## src/design/assert_macros.svh

```systemverilog
// Assertion helpers shared by the RTL.
`ifndef ASSERT_MACROS_SVH
`define ASSERT_MACROS_SVH

// Condition must hold at every clock edge outside reset.
`define ASSERT_ALWAYS(lbl, clk, rst_n, cond) \
    lbl: assert property (@(posedge clk) disable iff (!rst_n) (cond)) \
        else $error("%m: assertion failed");

// Antecedent implies consequent on the following edge.
`define ASSERT_NEXT(lbl, clk, rst_n, ante, cons) \
    lbl: assert property (@(posedge clk) disable iff (!rst_n) (ante) |=> (cons)) \
        else $error("%m: assertion failed");

// Antecedent implies consequent on the same edge.
`define ASSERT_SAME(lbl, clk, rst_n, ante, cons) \
    lbl: assert property (@(posedge clk) disable iff (!rst_n) (ante) |-> (cons)) \
        else $error("%m: assertion failed");

`endif

```

## src/design/isrt_pkg.sv

```systemverilog
`default_nettype none

package isrt_pkg;

    // Number of cells in the chain (2 .. 64).
    localparam int CAPACITY = 8;
    localparam int DATA_W   = 32;

    // What one cell shows its neighbors.
    typedef struct packed {
        logic                     vld;
        logic signed [DATA_W-1:0] val;
        logic                     gt;   // empty, or holds a value above the incoming one
    } t_link;

    // Broadcast control from the top level to every cell.
    typedef struct packed {
        logic                     ins;
        logic                     shift;
        logic signed [DATA_W-1:0] value;
    } t_ctl;

endpackage

`default_nettype wire

```

## src/design/isrt_cell.sv

```systemverilog
`default_nettype none

module isrt_cell (
    input  wire logic            i_clk,
    input  wire logic            i_rst_n,
    input  wire isrt_pkg::t_ctl  i_ctl,
    input  wire isrt_pkg::t_link i_left,
    input  wire isrt_pkg::t_link i_right,
    output isrt_pkg::t_link      o_link
);
    import isrt_pkg::*;

    logic                     r_vld;
    logic                     n_vld;
    logic signed [DATA_W-1:0] r_val;
    logic signed [DATA_W-1:0] n_val;
    logic                     w_gt;

    // Empty cells count as larger than anything, so an arrival lands after equals.
    assign w_gt = !r_vld || (r_val > i_ctl.value);

    // Insert: first larger cell takes the new value, larger ones take the left value.
    // Drain: everything moves one cell toward the head.
    always_comb begin
        n_vld = r_vld;
        n_val = r_val;
        if (i_ctl.shift) begin
            n_vld = i_right.vld;
            n_val = i_right.val;
        end else if (i_ctl.ins && w_gt) begin
            if (i_left.gt) begin
                n_vld = i_left.vld;
                n_val = i_left.val;
            end else begin
                n_vld = 1'b1;
                n_val = i_ctl.value;
            end
        end
    end

    always_ff @(posedge i_clk) begin
        if (!i_rst_n) begin
            r_vld <= 1'b0;
        end else begin
            r_vld <= n_vld;
        end
    end

    // Data holds no reset value; the valid bit guards it.
    always_ff @(posedge i_clk) begin
        r_val <= n_val;
    end

    assign o_link.vld = r_vld;
    assign o_link.val = r_val;
    assign o_link.gt  = w_gt;

endmodule

`default_nettype wire

```

## src/design/insertion_sorter.sv

```systemverilog
// Channel   Handshake                  Payload
// input     start & !busy accepts      i_value, i_last_item
// result    o_strobe, one cycle each   o_sorted_value, o_last_result, o_overflowed
//
// Items not marked last never stall the input; start may be high in every cycle.
// An item marked last is inserted unless the chain is full, then the chain
// drains one result per cycle from its head cell, so N held values give N results.
// busy is high during the drain; the next transaction is taken in the cycle
// after the final result. Results cannot be held off by the receiver.
// Reset (synchronous, active low) empties the chain and clears the drop flag.
`default_nettype none
`include "assert_macros.svh"

module insertion_sorter (
    input  wire logic                           i_clk,
    input  wire logic                           i_rst_n,
    input  wire logic                           start,
    output      logic                           busy,
    input  wire logic signed [isrt_pkg::DATA_W-1:0] i_value,
    input  wire logic                           i_last_item,
    output      logic                           o_strobe,
    output      logic signed [isrt_pkg::DATA_W-1:0] o_sorted_value,
    output      logic                           o_last_result,
    output      logic                           o_overflowed
);
    import isrt_pkg::*;

    t_link                 w_link  [CAPACITY];
    t_link                 w_left  [CAPACITY];
    t_link                 w_right [CAPACITY];
    t_ctl                  w_ctl;
    logic [CAPACITY-1:0]   w_vld;
    logic                  w_accept;
    logic                  w_full;
    logic                  r_draining;
    logic                  n_draining;
    logic                  r_drop;
    logic                  n_drop;

    assign w_accept = start && !r_draining;
    assign w_full   = w_link[CAPACITY-1].vld;

    assign w_ctl.ins   = w_accept && !w_full;
    assign w_ctl.shift = r_draining;
    assign w_ctl.value = i_value;

    // Cell chain; the head sees an empty, non-larger left neighbor, the tail an empty, larger right one.
    for (genvar g = 0; g < CAPACITY; g++) begin : g_cell
        if (g == 0) begin : g_head
            assign w_left[g] = '{vld: 1'b0, val: '0, gt: 1'b0};
        end else begin : g_body
            assign w_left[g] = w_link[g-1];
        end
        if (g == CAPACITY - 1) begin : g_tail
            assign w_right[g] = '{vld: 1'b0, val: '0, gt: 1'b1};
        end else begin : g_mid
            assign w_right[g] = w_link[g+1];
        end
        assign w_vld[g] = w_link[g].vld;

        isrt_cell u_cell (
            .i_clk   (i_clk),
            .i_rst_n (i_rst_n),
            .i_ctl   (w_ctl),
            .i_left  (w_left[g]),
            .i_right (w_right[g]),
            .o_link  (w_link[g])
        );
    end

    // Drain control and drop flag.
    always_comb begin
        n_draining = r_draining;
        n_drop     = r_drop;
        if (r_draining) begin
            if (!w_link[1].vld) begin
                n_draining = 1'b0;
                n_drop     = 1'b0;
            end
        end else if (w_accept) begin
            n_drop = r_drop || w_full;
            if (i_last_item) begin
                n_draining = 1'b1;
            end
        end
    end

    always_ff @(posedge i_clk) begin
        if (!i_rst_n) begin
            r_draining <= 1'b0;
            r_drop     <= 1'b0;
        end else begin
            r_draining <= n_draining;
            r_drop     <= n_drop;
        end
    end

    // Results come straight from the head cell.
    assign busy           = r_draining;
    assign o_strobe       = r_draining;
    assign o_sorted_value = w_link[0].val;
    assign o_last_result  = r_draining && !w_link[1].vld;
    assign o_overflowed   = r_draining && r_drop;

    // Held values always form a prefix of the chain.
    `ASSERT_ALWAYS(a_prefix, i_clk, i_rst_n, ((w_vld >> 1) & ~w_vld) == '0)
    // A drain never emits from an empty head.
    `ASSERT_SAME(a_head_vld, i_clk, i_rst_n, r_draining, w_link[0].vld)
    // After the final result the chain is empty and ready.
    `ASSERT_NEXT(a_done, i_clk, i_rst_n, o_strobe && o_last_result,
                 !busy && (w_vld == '0) && !r_drop)
    // A last item always starts a drain.
    `ASSERT_NEXT(a_start_drain, i_clk, i_rst_n, w_accept && i_last_item, busy)

endmodule

`default_nettype wire

```

## config.mk

```make
export PLATFORM = sky130hd
export DESIGN_NAME = insertion_sorter
export DESIGN_NICKNAME = d
export VERILOG_FILES = /design/src/design/isrt_pkg.sv /design/src/design/isrt_cell.sv /design/src/design/insertion_sorter.sv
export VERILOG_INCLUDE_DIRS = /design/src /design/src/design
export SDC_FILE = /design/constraint.sdc
export NUM_CORES = 1
export LEC_CHECK = 0
export BUFFER_PORTS_ARGS = -buffer_cell sky130_fd_sc_hd__buf_2
export CAP_MARGIN = 20
export CORE_MARGIN = 5
export CORE_UTILIZATION = 50
export CTS_BUF_LIST = sky130_fd_sc_hd__clkbuf_4 sky130_fd_sc_hd__clkbuf_8
export DETAILED_ROUTE_END_ITERATION = 8
export PLACE_DENSITY = 0.66
export SYNTH_ARGS = -nofsm -noshare
export SYNTH_HDL_FRONTEND = slang
export SYNTH_SLANG_ARGS = --single-unit
```

## constraint.sdc

```tcl
create_clock -name i_clk -period 12.9 [get_ports i_clk]
set_input_delay 1.29 -clock i_clk [delete_from_list [all_inputs] [get_ports i_clk]]
set_output_delay 1.29 -clock i_clk [all_outputs]
set_load 0.01 [all_outputs]
```

==> out/qor.yml, run 1 <==
status:
  status: "finished, final reports clean"
sta:
  worst_slew_pin_slew_ns: 1.109
  setup_slack_ns: 8.290
  setup_violations: 0
  holdWs_ns: 0.5043
  worst_clock_skew_ns: 0.01928
  slew_headroom_pct: 26.07
  rsz0062_at_grt: "no"
  finalMaxSlewViolations: 0
  hold_viol: 0
  min_period_ns: 4.610
  setup_tns_ns: 0
  fmax_mhz: 216.9
  fin_crit_sh_pct: 35.74
hold_path:
  min_path_type: "flip-flop to flip-flop"
  holdPathStages: 2
  hold_path.startpoint: "g_cell[7].u_cell.r_val[3]"
  min_to: "g_cell[7].u_cell.r_val[3]"
critical_path:
  start_kind: "input pin"
  cp.arrival_ns: 4.89
  critPathKind: "input pin to flip-flop"
  crit_path_end_kind: "flip-flop"
  required_ns: 13.18
  slowest_stage: "o31ai_4"
  path_cells: "buf_2 > inv_1 > ha_1 > nand4_1 > nor4_1 > nor3b_1 > nand3_1 > o21ai_2 > buf_4 > o31ai_4 > buf_4"
  rrSetupSlack_ns: 8.84
  path_delay_family: "buffers and inverters"
  critPathBufInv: 4
  worstPathMaxFanout: 25
  cp_common_cell: "buf_4"
  r2r_end: "g_cell[0].u_cell.r_val[26]"
  worstReg2RegStart: "g_cell[0].u_cell.r_val[31]"
  slowest_delay_ns: 0.75
  ff2ff_path_depth: 9
yosys:
  synth_edf_count: 224
  synth.top_cell.area_share_pct: 36.64
  syn_area_um2: 18360
  ys_ff_latch: 266
  synth_ff_type: "edfxtp_1"
  synth_nets: 2080
  synthArstFlopShare_pct: 0
  yosys-top-cells-area: "edfxtp_1, ha_1, mux2i_1"
  synth_area_leader_cell: "edfxtp_1"
  synth_cells: 1820
  yosysWarnings: 0
  synth.distinct_cells: 57
  avgSynthCellArea_um2: 10.09
  synth_seq_area_share_pct: 41.22
route:
  routed_wl_um: 59840
  drtIter0Drc: 1452
  vias: 15050
  wire_per_inst_um: 25.24
  viasPerCell: 6.347
  drc_errors: 0
  ant_nets: 0
  drt-pass1-iter-count: 6
cts:
  clockBufferDepth: 3
  cts_resized: 0
  clkSinkCount: 266
  clockRootBuffer: "clkbuf_8"
  postCtsSetupBuffers: 0
  cts_buffers: 48
  cts_tree: "yes"
  htreeDepth: 2
  clk_pin_slew_ns: 0.06
  ctsHoldBuffers: 0
  clk_latency_ns: 0.63
global_routing:
  overflow: 0
  grtUsageMet1_pct: 38.62
  grt_use_met2_pct: 47.52
  grt_max_degree: 219
  grt_use_total_pct: 28.83
  grt_pass1_wl_um: 90610
  grt_pass1_vias: 14670
  use_met3_pct: 4.899
  antenna_found_initial: 1
  grt.busiest_layer: "met2"
power:
  combPwrFrac_pct: 29.1
  seq_power_share_pct: 45.0
  intPower_w: 0.001909
  power.leakage_nw: 8.654
  p_sw_w: 0.001072
  pwr-share-clk_pct: 25.9
  vdd_drop_max_uv: 77.05
  switching_share_pct: 35.97
  powerDensity_nw_per_um2: 149.7
floorplanning:
  num_io_pins: 72
  die_x_um: 201.6
  die_y_um: 201.6
  die_area_um2: 40650
  rows: 70
  core_um2: 36430
  start_util_pct: 50.38
final_layout:
  fin_util_pct: 54.66
  layout_common_cells: "nand2_1, ha_1, edfxtp_1"
  fin_area_um2: 19920
  syn2layout_area_growth_pct: 8.486
  drive_above_1_share_pct: 12.93
  layout_commonest_cell: "nand2_1"
  fin_nets: 2127
place:
  hpwl_um: 40730
  io_buffers: 71
  place_worst_setup_slack_ns: 7.830
  place_area_um2: 19020
  place.gp.congestion: 0.9042
run:
  maxCapViolations: 0
[sequential cells by signal (all words and copies together) (netlist names)]
signal	cells
g_cell.u_cell.r_vld	8
busy	1
g_cell.u_cell.r_val	256
r_drop	1
[layout make-up]
cell class	count	area, um2
flip-flops and latches	266	7571
clock inverters	18	75.07
fillers	3211	16520
clock buffers	67	815.8
well taps	468	585.6
diodes	1	2.502
inverters	50	187.7
multi-input cells	1404	10090
repair buffers	97	583.1
[power groups by stage]
stage	Sequential, W	Combinational (W)	Clock, W
2_1_floorplan	0.00127	0.000604	0
3_3_place_gp	0.00135	0.000828	0
3_5_place_dp	0.00135	0.000856	0
4_1_cts	0.00134	0.000859	0.000789
5_1_grt	0.00136	0.000961	0.000829
6_report	0.00134	0.000867	0.000772
[Yosys cell counts (5+ instances only)]
| cell | instances |
|---|---|
| a21o_1 | 19 |
| a21oi_1 | 92 |
| o211ai_1 | 9 |
| o21a_1 | 5 |
| nand2_1 | 279 |
| nand4_1 | 55 |
| a211oi_2 | 28 |
| clkbuf_1 | 72 |
| a21oi_2 | 28 |
| inv_1 | 50 |
| a31oi_1 | 34 |
| nor2_1 | 50 |
| a211oi_1 | 20 |
| dfxtp_1 | 42 |
| mux2i_1 | 160 |
| ha_1 | 224 |
| nor3_1 | 12 |
| nand3_1 | 16 |
| a2bb2oi_1 | 31 |
| nor4_1 | 12 |
| or4_1 | 6 |
| nor2b_1 | 15 |
| buf_8 | 6 |
| o21ai_1 | 66 |
| o21ai_0 | 191 |
| buf_2 | 7 |
| buf_6 | 7 |
| edfxtp_1 | 224 |
| a221oi_1 | 6 |
[through the flow]
stage                     total power (W)  instances
after floorplan                  0.001879       1820
after global placement           0.002179       2284
after detailed placement         0.002209       2285
after CTS                        0.002985       2370
after global routing             0.003146       2371
final                            0.002981       2371
[per-layer routing]
| layer | share of wire (%) | routed length, um |
|---|---|---|
| met1 | 42 | 25160 |
| met2 | 47 | 27870 |
| met3 | 7.8 | 4669 |
| met4 | 3.6 | 2143 |
| met5 | 0 | 0 |
[worst reg2reg max path, stage by stage (launching register included)]
cell	delay [ns]
edfxtp_1	0.48
ha_1	0.41
nand4_1	0.19
nor4_1	0.63
nor3b_1	0.12
nand3_1	0.13
o21ai_2	0.19
buf_4	0.35
o31ai_4	0.75
buf_4	0.46
[worst max path at each step]
stage	from	to	depth (start not counted)
floorplan	i_value[31]	g_cell[6].u_cell.r_val[0]	11
global placement	i_value[27]	g_cell[7].u_cell.r_val[5]	11
detailed placement	i_value[19]	g_cell[0].u_cell.r_val[26]	11
CTS	i_value[19]	g_cell[0].u_cell.r_val[2]	11
global route	i_value[31]	g_cell[0].u_cell.r_val[1]	11
finish	i_value[31]	g_cell[0].u_cell.r_val[26]	11
[logic make-up (layout without fill, tap and decap cells)]
logic type      Yosys count  in the layout  share of synthesized area [%]
compound gates          558            558                          19.38
simple gates            461            461                          11.23
buf+inv                 150            232                          4.117
mux                     161            161                          8.785
fa+ha+maj               224            224                          15.27
other cells               0              1                              0
flops                   266            266                          41.22
Power figures use the tool's default switching activity.
==> run 2, diff against run 1 <==
--- a/config.mk
+++ b/config.mk
@@ -12,7 +12,7 @@
 export CORE_UTILIZATION = 50
 export CTS_BUF_LIST = sky130_fd_sc_hd__clkbuf_4 sky130_fd_sc_hd__clkbuf_8
 export DETAILED_ROUTE_END_ITERATION = 8
-export PLACE_DENSITY = 0.66
+export PLACE_DENSITY = 0.68
 export SYNTH_ARGS = -nofsm -noshare
 export SYNTH_HDL_FRONTEND = slang
 export SYNTH_SLANG_ARGS = --single-unit
==> constraint.sdc (replaced) <==
create_clock -name i_clk -period 3.8 [get_ports i_clk]
set_input_delay 0.38 -clock i_clk [delete_from_list [all_inputs] [get_ports i_clk]]
set_output_delay 0.38 -clock i_clk [all_outputs]
set_load 0.01 [all_outputs]
==> run 2 against run 1 <==
Net effect: final cell count increased by 1.7%; register-to-register slack got worse by 8.3 ns; routed wire length decreased by 5.7%; via count increased by 0.73%; largest power group unchanged; non-clock buffer count increased by 31.
==> out/qor.yml, run 2 (synthesis gave the netlist of run 1 again) <==
cts:
  clockBufferDepth: 3  # unchanged
  ctsHoldBuffers: 0  # unchanged
  clkSinkCount: 266  # unchanged
  cts_buffers: 51  # +6.3%
  cts_resized: 0  # unchanged
  clk_pin_slew_ns: 0.06  # about the same
  cts_tree: "yes"
  clockRootBuffer: "clkbuf_8"
  clk_latency_ns: 0.63  # about the same
  htreeDepth: 2  # unchanged
  postCtsSetupBuffers: 0  # unchanged
sta:
  slew_headroom_pct: 33.62  # +7.6 points
  hold_viol: 0  # unchanged
  setup_violations: 0  # unchanged
  fin_crit_sh_pct: 86.54
  worst_clock_skew_ns: 0.03488  # +0.01561 ns
  finalMaxSlewViolations: 0  # unchanged
  setup_slack_ns: 0.5113  # -7.778 ns
  min_period_ns: 3.289
  rsz0062_at_grt: "no"
  setup_tns_ns: 0  # unchanged
  worst_slew_pin_slew_ns: 0.9957  # -0.1133 ns
  fmax_mhz: 304.1
power:
  seq_power_share_pct: 42.0  # -3.0 points
  pwr-share-clk_pct: 29.8  # +3.9 points
  switching_share_pct: 34.08  # -1.9 points
  power.leakage_nw: 8.996  # +4.0%
  powerDensity_nw_per_um2: 519.8  # +250%
  intPower_w: 0.007043  # +270%
  finalPower_w: 0.01068  # +260%
  p_sw_w: 0.003640  # +240%
  combPwrFrac_pct: 28.3  # -0.8 points
  vdd_drop_max_uv: 272.9  # +250%
global_routing:
  grtUsageMet1_pct: 36.45  # -2.2 points
  grt.busiest_layer: "met2"
  grt_pass1_wl_um: 86860  # -4.1%
  antenna_found_initial: 1  # unchanged
  grt_max_degree: 227  # +3.7%
  grt_use_met2_pct: 44.30  # -3.2 points
  grt_use_total_pct: 27.02  # -1.8 points
  grt_pass1_vias: 14780  # +0.74%
  overflow: 0  # unchanged
  use_met3_pct: 3.562  # -1.3 points
floorplanning:
  rows: 70  # unchanged
  start_util_pct: 50.38  # unchanged
  die_y_um: 201.6  # unchanged
  core_um2: 36430  # unchanged
  die_area_um2: 40650  # unchanged
  die_x_um: 201.6  # unchanged
  num_io_pins: 72  # unchanged
critical_path:
  path_cells: "ha_1 > a21oi_1 > o21ai_0 > a221oi_1 > buf_4 > nor3_1 > or4_1 > and3_2 > buf_4 > a21oi_2 > a211oi_2"
  critPathBufInv: 2  # -2
  cp_common_cell: "buf_4"
  cp.arrival_ns: 3.76  # -1.13 ns
  slowest_delay_ns: 0.51  # -0.24 ns
  critPathKind: "flip-flop to flip-flop"
  slowest_stage: "or4_1"
  start_kind: "flip-flop"
  path_delay_family: "compound AO/OA/AOI/OAI gates"
  worstPathMaxFanout: 16  # -36%
  crit_path_end_kind: "flip-flop"
  required_ns: 4.27  # -8.91 ns
final_layout:
  drive_above_1_share_pct: 15.18  # +2.2 points
  syn2layout_area_growth_pct: 11.95
  fin_nets: 2161  # +1.6%
  layout_commonest_cell: "nand2_1"
  num_antenna_cells: 0  # -1
  reg_top3: "g_cell.u_cell.r_val x256, g_cell.u_cell.r_vld x8"
  top_register: "g_cell.u_cell.r_val"
  fin_util_pct: 56.40  # +1.7 points
  layout_common_cells: "nand2_1, ha_1, edfxtp_1"
  largest_reg_flops: 256  # unchanged
route:
  drtIter0Drc: 1452  # unchanged
  viasPerCell: 6.287  # -0.94%
  drt-pass1-iter-count: 5  # -1
  vias: 15160  # +0.73%
  wire_per_inst_um: 23.41  # -7.3%
  ant_nets: 0  # unchanged
  drc_errors: 0  # unchanged
  routed_wl_um: 56440  # -5.7%
place:
  place.gp.congestion: 0.9236  # +2.1%
  place_worst_setup_slack_ns: 0.1919  # -7.639 ns
  hpwl_um: 40250  # -1.2%
  io_buffers: 71  # unchanged
run:
  maxCapViolations: 0  # unchanged
status:
  status: "finished, final reports clean"
hold_path:
  min_path_type: "input pin to flip-flop"
[run 2: changes by cell type in the layout (fill, tap and decap cells not counted), sizes merged]
cell	previous run	this run
clkinv	18	9
clkbuf	67	83
buf	97	128
diode	1	0
bufinv	0	3
[run 2: worst paths after layout]
check / start / end / slack (ns) / cells after the start
hold reg to reg: g_cell[7].u_cell.r_val[1] / g_cell[7].u_cell.r_val[1] / 0.50 / 2
setup / recovery: g_cell[6].u_cell.r_val[7] / g_cell[7].u_cell.r_val[8] / 0.51 / 11
setup reg to reg: g_cell[6].u_cell.r_val[7] / g_cell[7].u_cell.r_val[8] / 0.51 / 11
hold / removal: i_last_item / busy / 0.04 / 3
[run 2: routing by layer]
layer	part of all wire (%)	up-vias
met1	43	7338
li1	-	7091
met5	0.023	-
met4	3.8	2
met3	7.0	105
met2	46	623
[run 2: worst register-to-register path, delay by kind of cell (launching register included)]
kind	cells	cell delay, ns
compound gates	5	1.13
simple gates	3	0.82
buf+inv	2	0.45
flops	1	0.43
fa+ha+maj	1	0.33
[run 2: per-stage QoR]
step,instance area [um2],hold slack [ns],instances
after CTS,20550,0.0001010,2411
after global placement,19420,0.4889,2316
after global routing,20550,0.03821,2411
final,20550,0.03957,2411
after floorplan,18370,0.4784,1820
after detailed placement,19420,0.4935,2316
[run 2: power by group through the flow]
stage               clock network [W]  logic (W)  registers [W]
detailed placement                  0    0.00298        0.00452
CTS                           0.00323    0.00299        0.00447
global placement                    0    0.00285        0.00452
global route                  0.00337    0.00335        0.00454
floorplan                           0    0.00205        0.00432
finish                        0.00318    0.00302        0.00448
[run 2: area by class of cell]
type | instances | area, um2
Clock buffer | 83 | 998.5
Multi-Input combinational cell | 1404 | 10090
Tap cell | 468 | 585.6
Timing Repair Buffer | 128 | 983.4
Sequential cell | 266 | 7571
Fill cell | 3165 | 15880
Clock inverter | 12 | 130.1
Inverter | 50 | 187.7
